$ cat src/sv/hcs_pkg.sv
// Shared codes, tables and status types for the Hall commutation sequencer.
package hcs_pkg;

    // Hall phase codes; the fourth code doubles as "any phase" in the arming state
    localparam logic [1:0] PHASE_U   = 2'd0;
    localparam logic [1:0] PHASE_V   = 2'd1;
    localparam logic [1:0] PHASE_W   = 2'd2;
    localparam logic [1:0] PHASE_ANY = 2'd3;

    // Event kinds carried in the input tuser
    localparam logic EVT_HALL    = 1'b0;
    localparam logic EVT_COMPARE = 1'b1;

    // Motor modes
    localparam logic [1:0] MODE_STOPPED   = 2'd0;
    localparam logic [1:0] MODE_FORCED    = 2'd1;
    localparam logic [1:0] MODE_AUTO_FREE = 2'd2;
    localparam logic [1:0] MODE_AUTO_PID  = 2'd3;

    // Configuration register indexes
    localparam logic [1:0] REG_MOTOR_MODE     = 2'd0;
    localparam logic [1:0] REG_FORCE_INTERVAL = 2'd1;

    localparam logic [2:0] STEP_LAST = 3'd5;

    // Arming and commutation state
    typedef struct packed {
        logic [2:0] step_index;
        logic [1:0] armed_phase;
        logic       armed_rising;
    } hcs_arm_t;

    // Per-word status carried from the step logic to the result register
    typedef struct packed {
        logic       interval_valid;
        logic [1:0] interval_phase;
        logic [2:0] comm_step;
        logic       commutate;
        logic       accepted;
    } hcs_flags_t;

    // Advance a commutation step modulo six
    function automatic logic [2:0] step_advance(input logic [2:0] step);
        return (step >= STEP_LAST) ? 3'd0 : step + 3'd1;
    endfunction

    // Fixed step for an accepted edge: U rise 0, W fall 1, V rise 2, U fall 3, W rise 4, V fall 5
    function automatic logic [2:0] step_for_edge(input logic [1:0] phase, input logic rising);
        logic [2:0] step;
        step = 3'd0;
        case (phase)
            PHASE_U: step = rising ? 3'd0 : 3'd3;
            PHASE_V: step = rising ? 3'd2 : 3'd5;
            PHASE_W: step = rising ? 3'd4 : 3'd1;
            default: step = 3'd0;
        endcase
        return step;
    endfunction

    // Phase armed after an edge: U then W, W then V, V then U
    function automatic logic [1:0] phase_after(input logic [1:0] phase);
        logic [1:0] nxt;
        nxt = PHASE_ANY;
        case (phase)
            PHASE_U: nxt = PHASE_W;
            PHASE_V: nxt = PHASE_U;
            PHASE_W: nxt = PHASE_V;
            default: nxt = PHASE_ANY;
        endcase
        return nxt;
    endfunction

endpackage

$ cat src/sv/hcs_step.sv
// Combinational update of the sequencer state for one event word.
module hcs_step #(
    parameter int TIMER_WIDTH = 16
) (
    input  logic                   mode,
    input  logic [1:0]             hall_phase,
    input  logic                   edge_rising,
    input  logic [TIMER_WIDTH-1:0] capture_time,
    input  logic [1:0]             motor_mode,
    input  logic [TIMER_WIDTH-1:0] force_interval,
    input  hcs_pkg::hcs_arm_t      arm,
    input  logic [TIMER_WIDTH-1:0] last_capture [3],
    input  logic [TIMER_WIDTH-1:0] compare_time,
    output hcs_pkg::hcs_arm_t      arm_next,
    output hcs_pkg::hcs_flags_t    flags,
    output logic                   capture_we,
    output logic [TIMER_WIDTH-1:0] edge_interval,
    output logic [TIMER_WIDTH-1:0] compare_next
);

    logic [TIMER_WIDTH-1:0] prev_capture;
    logic                   edge_match;

    always_comb
    begin
        case (hall_phase)
            hcs_pkg::PHASE_U: prev_capture = last_capture[0];
            hcs_pkg::PHASE_V: prev_capture = last_capture[1];
            hcs_pkg::PHASE_W: prev_capture = last_capture[2];
            default:          prev_capture = '0;
        endcase
    end

    assign edge_match = (hall_phase != hcs_pkg::PHASE_ANY) &&
                        ((arm.armed_phase == hcs_pkg::PHASE_ANY) ||
                         ((hall_phase == arm.armed_phase) && (edge_rising == arm.armed_rising)));

    always_comb
    begin
        arm_next      = arm;
        flags         = '0;
        capture_we    = 1'b0;
        edge_interval = '0;
        compare_next  = compare_time;
        if (mode == hcs_pkg::EVT_COMPARE)
        begin
            flags.accepted = 1'b1;
            compare_next   = compare_time + force_interval;
            if (motor_mode == hcs_pkg::MODE_FORCED)
            begin
                arm_next.step_index = hcs_pkg::step_advance(arm.step_index);
                flags.commutate     = 1'b1;
            end
        end
        else if (edge_match)
        begin
            flags.accepted = 1'b1;
            if (motor_mode inside {hcs_pkg::MODE_AUTO_FREE, hcs_pkg::MODE_AUTO_PID})
            begin
                arm_next.step_index = hcs_pkg::step_for_edge(hall_phase, edge_rising);
                flags.commutate     = 1'b1;
            end
            arm_next.armed_phase  = hcs_pkg::phase_after(hall_phase);
            arm_next.armed_rising = ~edge_rising;
            edge_interval         = capture_time - prev_capture;
            capture_we            = 1'b1;
            flags.interval_phase  = hall_phase;
            flags.interval_valid  = 1'b1;
        end
        flags.comm_step = arm_next.step_index;
    end

endmodule

$ cat src/sv/hall_commutation_sequencer.sv
// Top level of the Hall sensor six-step commutation sequencer.
//
//  channel | direction | handshake               | contents
//  --------+-----------+-------------------------+-------------------------------------------
//  s_*     | in        | s_tvalid / s_tready     | event word: kind in tuser, edge in tdata
//  m_*     | out       | m_tvalid / m_tready     | result word: status, step, interval
//  cfg_*   | in        | cfg_valid / cfg_ready   | register write: index and data
//
// Every event word yields exactly one result word. A word waits in the
// input register, where the step logic updates the state, then sits in the result
// register until taken; a new word is taken every cycle while the result moves on.
// m_tvalid is registered, so a result is offered only after the word has passed
// through both the input register and the result register.
// Reset clears the state to step 0, any phase armed, captures and compare time zero.
// A stall on m_tready holds the result and, once the input register is full, drops
// s_tready. Configuration writes are always taken (cfg_ready is tied high).
module hall_commutation_sequencer #(
    parameter int TIMER_WIDTH = 16,
    localparam int IN_FIELDS_W  = 3 + TIMER_WIDTH,
    localparam int IN_DATA_W    = ((IN_FIELDS_W + 7) / 8) * 8,
    localparam int OUT_FIELDS_W = 7 + 2 * TIMER_WIDTH,
    localparam int OUT_DATA_W   = ((OUT_FIELDS_W + 7) / 8) * 8
) (
    input  logic                    clk,
    input  logic                    rst_n,
    input  logic                    s_tvalid,
    output logic                    s_tready,
    // tuser: [0] mode
    input  logic                    s_tuser,
    // tdata: hall_phase, edge_rising, capture_time, zero pad
    input  logic [IN_DATA_W-1:0]    s_tdata,
    output logic                    m_tvalid,
    input  logic                    m_tready,
    // tuser: [0] interval_valid
    output logic                    m_tuser,
    // tdata: accepted, commutate, comm_step, interval_phase, edge_interval,
    //        next_compare, zero pad
    output logic [OUT_DATA_W-1:0]   m_tdata,
    input  logic                    cfg_valid,
    output logic                    cfg_ready,
    input  logic [1:0]              cfg_index,
    input  logic [TIMER_WIDTH-1:0]  cfg_data
);

    // Configuration registers
    logic [1:0]             motor_mode_reg;
    logic [TIMER_WIDTH-1:0] force_interval_reg;

    // Sequencer state
    hcs_pkg::hcs_arm_t      arm_reg;
    logic [TIMER_WIDTH-1:0] last_capture_reg [3];
    logic [TIMER_WIDTH-1:0] compare_time_reg;

    // Input register
    logic                   in_valid_reg;
    logic                   in_mode_reg;
    logic [1:0]             in_phase_reg;
    logic                   in_rising_reg;
    logic [TIMER_WIDTH-1:0] in_capture_reg;

    // Result register
    logic                   out_valid_reg;
    hcs_pkg::hcs_flags_t    out_flags_reg;
    logic [TIMER_WIDTH-1:0] out_interval_reg;
    logic [TIMER_WIDTH-1:0] out_compare_reg;

    // Step logic outputs
    hcs_pkg::hcs_arm_t      arm_next;
    hcs_pkg::hcs_flags_t    flags_next;
    logic                   capture_we;
    logic [TIMER_WIDTH-1:0] interval_next;
    logic [TIMER_WIDTH-1:0] compare_next;

    logic                   in_take;
    logic                   advance;

    // Advance the held word once the result register is free or being emptied
    assign advance  = in_valid_reg && (!out_valid_reg || m_tready);
    assign s_tready = !in_valid_reg || advance;
    assign in_take  = s_tvalid && s_tready;

    assign cfg_ready = 1'b1;

    always_ff @(posedge clk or negedge rst_n)
    begin
        if (!rst_n)
        begin
            motor_mode_reg     <= hcs_pkg::MODE_STOPPED;
            force_interval_reg <= '0;
        end
        else if (cfg_valid)
        begin
            case (cfg_index)
                hcs_pkg::REG_MOTOR_MODE:     motor_mode_reg     <= cfg_data[1:0];
                hcs_pkg::REG_FORCE_INTERVAL: force_interval_reg <= cfg_data;
                default:                     ;
            endcase
        end
    end

    // Input register: hold the word until the step logic consumes it
    always_ff @(posedge clk or negedge rst_n)
    begin
        if (!rst_n)
        begin
            in_valid_reg <= 1'b0;
        end
        else if (in_take || advance)
        begin
            in_valid_reg <= in_take;
        end
    end

    always_ff @(posedge clk)
    begin
        if (in_take)
        begin
            in_mode_reg    <= s_tuser;
            in_phase_reg   <= s_tdata[1:0];
            in_rising_reg  <= s_tdata[2];
            in_capture_reg <= s_tdata[IN_FIELDS_W-1:3];
        end
    end

    hcs_step #(
        .TIMER_WIDTH (TIMER_WIDTH)
    ) u_step (
        .mode           (in_mode_reg),
        .hall_phase     (in_phase_reg),
        .edge_rising    (in_rising_reg),
        .capture_time   (in_capture_reg),
        .motor_mode     (motor_mode_reg),
        .force_interval (force_interval_reg),
        .arm            (arm_reg),
        .last_capture   (last_capture_reg),
        .compare_time   (compare_time_reg),
        .arm_next       (arm_next),
        .flags          (flags_next),
        .capture_we     (capture_we),
        .edge_interval  (interval_next),
        .compare_next   (compare_next)
    );

    // State update: commit only when the word moves into the result register
    always_ff @(posedge clk or negedge rst_n)
    begin
        if (!rst_n)
        begin
            arm_reg.step_index   <= 3'd0;
            arm_reg.armed_phase  <= hcs_pkg::PHASE_ANY;
            arm_reg.armed_rising <= 1'b0;
            last_capture_reg[0]  <= '0;
            last_capture_reg[1]  <= '0;
            last_capture_reg[2]  <= '0;
            compare_time_reg     <= '0;
        end
        else if (advance)
        begin
            arm_reg          <= arm_next;
            compare_time_reg <= compare_next;
            if (capture_we)
            begin
                case (in_phase_reg)
                    hcs_pkg::PHASE_U: last_capture_reg[0] <= in_capture_reg;
                    hcs_pkg::PHASE_V: last_capture_reg[1] <= in_capture_reg;
                    hcs_pkg::PHASE_W: last_capture_reg[2] <= in_capture_reg;
                    default:          ;
                endcase
            end
        end
    end

    // Result register
    always_ff @(posedge clk or negedge rst_n)
    begin
        if (!rst_n)
        begin
            out_valid_reg <= 1'b0;
        end
        else if (advance)
        begin
            out_valid_reg <= 1'b1;
        end
        else if (m_tready)
        begin
            out_valid_reg <= 1'b0;
        end
    end

    always_ff @(posedge clk)
    begin
        if (advance)
        begin
            out_flags_reg    <= flags_next;
            out_interval_reg <= interval_next;
            out_compare_reg  <= compare_next;
        end
    end

    assign m_tvalid = out_valid_reg;
    assign m_tuser  = out_flags_reg.interval_valid;
    assign m_tdata  = OUT_DATA_W'({out_compare_reg, out_interval_reg,
                                   out_flags_reg.interval_phase, out_flags_reg.comm_step,
                                   out_flags_reg.commutate, out_flags_reg.accepted});

    // A fresh interval only ever comes with an accepted edge
    a_interval_accepted: assert property (@(posedge clk) disable iff (!rst_n)
        m_tvalid |-> (!m_tuser || m_tdata[0]))
        else $error("interval reported for a word that was not accepted");

    // A commutation is only reported for an accepted word
    a_commutate_accepted: assert property (@(posedge clk) disable iff (!rst_n)
        m_tvalid |-> (!m_tdata[1] || m_tdata[0]))
        else $error("commutation without acceptance");

    // The step index stays within the six-step cycle
    a_step_range: assert property (@(posedge clk) disable iff (!rst_n)
        arm_reg.step_index <= hcs_pkg::STEP_LAST)
        else $error("commutation step out of range");

    // Backpressure only when both the input and the result register are occupied
    a_ready_low: assert property (@(posedge clk) disable iff (!rst_n)
        !s_tready |-> (in_valid_reg && m_tvalid && !m_tready))
        else $error("input stalled without a full pipeline");

endmodule

$ cat config.mk
export PLATFORM = sky130hd
export DESIGN_NAME = hall_commutation_sequencer
export DESIGN_NICKNAME = d
export VERILOG_FILES = /design/src/sv/hcs_pkg.sv /design/src/sv/hcs_step.sv /design/src/sv/hall_commutation_sequencer.sv
export SDC_FILE = /design/constraint.sdc
export NUM_CORES = 1
export LEC_CHECK = 0
export BUFFER_PORTS_ARGS = -buffer_cell sky130_fd_sc_hd__buf_2
export CORE_MARGIN = 3
export CORE_UTILIZATION = 40
export CTS_CLUSTER_SIZE = 30
export DETAILED_ROUTE_END_ITERATION = 7
export PLACE_DENSITY = 0.62
export REMOVE_ABC_BUFFERS = 1
export SETUP_SLACK_MARGIN = 0.02
export SLEW_MARGIN = 25
export SYNTH_ARGS = -nofsm -noshare
export SYNTH_HDL_FRONTEND = slang
export SYNTH_SLANG_ARGS = --single-unit
$ cat constraint.sdc
create_clock -name clk -period 4.65 [get_ports clk]
set_input_delay 0 -clock clk [delete_from_list [all_inputs] [get_ports clk]]
set_output_delay 0 -clock clk [all_outputs]
set_load 0.02 [all_outputs]
==> flow_metrics.env <==
export IMPL_endpoint_kind="flip-flop"
export IMPL_ys_types=63
export IMPL_syn_to_final_growth_pct=21.3
export IMPL_diodes=0
export IMPL_drc=0
export IMPL_synth_area_per_cell_um2=12.7
export IMPL_leakagePower_nw=4.14
export IMPL_grt_pass1_vias=5668
export IMPL_port_buffer_count=84
export IMPL_tns_ns=0
export IMPL_min_period_over_period=0.835
export IMPL_fillers=1627
export IMPL_p_per_area_mw_per_mm2=613
export IMPL_path_cells="inv_1 -> ha_1 -> a222oi_1 -> nor2_1 -> ha_1 -> inv_1 -> fa_1 -> a211o_1 -> a21oi_1 -> o21ai_0 -> a2111oi_0 -> or4_1 -> nand2_1"
export IMPL_r2r_end="out_interval_reg[12]"
export IMPL_synth_cells=615
export IMPL_htree_num_levels=4
export IMPL_fmax_ghz=0.258
export IMPL_synth_top_area_share=0.281
export IMPL_via_per_inst=5.33
export IMPL_ir_drop_uv=281
export IMPL_gr_total_overflow=0
export IMPL_r2r_cells=13
export IMPL_core_area_mm2=0.0190
export IMPL_cts_made_buffers=17
export IMPL_nNetsFinal=829
export IMPL_use_met3=0.0346
export IMPL_cts_sinks=150
export IMPL_hold_viol=0
export IMPL_startpoint_type="flip-flop"
export IMPL_status="finished, final reports clean"
export IMPL_clockBufferDepth=2
export IMPL_crit_slowest_cell="a2111oi_0"
export IMPL_track_usage=0.168
export IMPL_grt_pass1_wl_um=28800
export IMPL_synth_most_common_cell="dfrtp_1"
export IMPL_design_portCount=92
export IMPL_fin_cells=1014
export IMPL_dieArea_mm2=0.0213
export IMPL_yosys_warnings=0
export IMPL_synthArstFlopShare=0.600
export IMPL_synth_edff_count=60
export IMPL_dr_pass1_iters=6
export IMPL_crit_start="in_phase_reg[1]"
export IMPL_yosys_area_top_type="dfrtp_1"
export IMPL_synthTopCellsByCount="dfrtp_1, mux2_2, edfxtp_1"
export IMPL_maxSlewHeadroom=0.364
export IMPL_drv_cap=0
export IMPL_rsz0062_at_grt="no"
export IMPL_crit_fanout=8
export IMPL_synth_main_ff_cell="dfrtp_1"
export IMPL_r2r_setup_slack_ns=0.77
export IMPL_ant_nets=0
export IMPL_min_period_ns=3.88
export IMPL_fin_skew_ns=0.0130
export IMPL_hp_class="input port to asynchronous set/reset pin"
export IMPL_power_total_w=0.00583
export IMPL_required_ns=4.82
export IMPL_critPathMaxStageDelay_ns=0.64
export IMPL_wl_per_cell_um=17.4
export IMPL_busiest_layer="met2"
export IMPL_std_cell_rows=50
export IMPL_synth_seq_area_share=0.518
export IMPL_fin_util=0.501
export IMPL_finish_instance_area_mm2=0.00950
export IMPL_dr_first_iter_drc_count=303
export IMPL_ys_top_cells_by_area="dfrtp_1, edfxtp_1, mux2_2"
export IMPL_place_area_mm2=0.00849
export IMPL_drv_slew=0
export IMPL_path_class="flip-flop to flip-flop"
export IMPL_vias=5408
export IMPL_layout_drive_gt1_share=0.318
export IMPL_synth_area_mm2=0.00783
export IMPL_largest_reg_flops=48
export IMPL_routabilityCongestion=0.888
export IMPL_ys_seq_elements=150
export IMPL_use_met1=0.218
export IMPL_start_util=0.413
export IMPL_setup_viol=0
export IMPL_path_clk_slew_ns=0.06
export IMPL_worstPathArrival_ns=4.05
export IMPL_antenna_found_initial=0
export IMPL_die_height_um=146
export IMPL_die_w_um=146
export IMPL_cts_tree="built"
export IMPL_cts_root_buf="clkbuf_16"
export IMPL_grt_max_degree=73
export IMPL_tightest_slew_ns=0.952
export IMPL_place_inst=939
export IMPL_grtUsageMet2=0.281
export IMPL_dpl_hpwl_um=11700
export IMPL_insertion_delay_ns=0.42
export IMPL_cts_resized=0
export IMPL_reg2reg_from="in_phase_reg[1]"
export IMPL_drt_total_wl_um=17700
==> routing by layer <==
metal | wire length (µm) | share of wire
met2 | 8540 | 0.48
met4 | 315 | 0.018
met5 | 0 | 0
met1 | 8050 | 0.46
met3 | 782 | 0.044
==> layout by cell type (no fill, tap or decap), types with 4 or more instances in the layout <==
cell type,count
edfxtp_1,60
nor3_1,8
clkinv_2,5
mux2_2,61
mux2i_1,10
or2_2,16
nand2b_1,9
a222oi_1,16
nor2b_1,4
a31oi_1,4
nor2_1,35
nand3_1,6
nand2_1,23
dfrtp_1,88
o21a_1,4
and2_1,6
dlygate4sd3_1,42
o21ai_0,25
o31ai_1,4
buf_2,83
xor2_1,9
inv_1,16
buf_4,8
a21o_1,11
a211oi_1,7
mux2_4,30
a22oi_1,4
xnor2_1,16
clkbuf_16,17
a21oi_1,26
ha_1,38
==> how the worst max path moves through the flow <==
stage                           endpoint  depth (start not counted)  slack (ns)
floorplan           out_interval_reg[12]                         11        1.14
global placement    out_interval_reg[12]                         13        0.93
detailed placement  out_interval_reg[12]                         13        0.88
CTS                 out_interval_reg[12]                         13        0.85
global route        out_interval_reg[12]                         13        0.60
finish              out_interval_reg[12]                         13        0.77
==> cells by family (layout without fill, tap and decap cells) <==
kind of cell | Yosys count | in the layout | share of synthesized area
flip-flops | 150 | 150 | 0.518
AO/OA/AOI/OAI | 127 | 127 | 0.116
AND/OR/NAND/NOR | 124 | 124 | 0.0840
multiplexers | 101 | 101 | 0.158
buffers and inverters | 45 | 184 | 0.0272
adder cells (fa/ha/maj) | 40 | 40 | 0.0658
XOR/XNOR | 26 | 26 | 0.0300
other | 2 | 2 | 0.000959
==> area by class of cell <==
cell class                 count  area, µm²  share of cell area
sequential                   150       4060               0.427
inverter                      18       68.8             0.00724
multi-input combinational    420       3570               0.375
tap                          260        325              0.0342
clock buffer                  19        443              0.0466
timing repair buffer         134        916              0.0964
clock inverter                13        129              0.0136
==> power by group <==
group	internal [W]	leakage [nW]	switching [W]
Clock	0.000800	0.278	0.000540
Sequential	0.00190	1.69	0.000274
Combinational	0.00113	2.17	0.00118
==> timing repair <==
item	in CTS	in global routing
endpoints found under the setup margin	0	0
buffers inserted	0	0
endpoints found under the hold margin	58	0
hold buffers	42	0
==> critical path: cells and delay by family (launching register included) <==
| family | cells | cell delay, ns |
|---|---|---|
| buf+inv | 2 | 0.21 |
| compound gates | 5 | 1.59 |
| flops | 1 | 0.45 |
| simple gates | 3 | 0.36 |
| fa+ha+maj | 3 | 1.01 |
==> through the flow <==
step / hold WS, ns / setup WS, ns
finish: 0.00424 / 0.768
CTS: 0.00571 / 0.846
floorplan: -0.296 / 1.14
global placement: -0.105 / 0.926
global route: 0.0337 / 0.602
detailed placement: -0.102 / 0.879
Note: power is estimated with default switching activity, not from simulation.
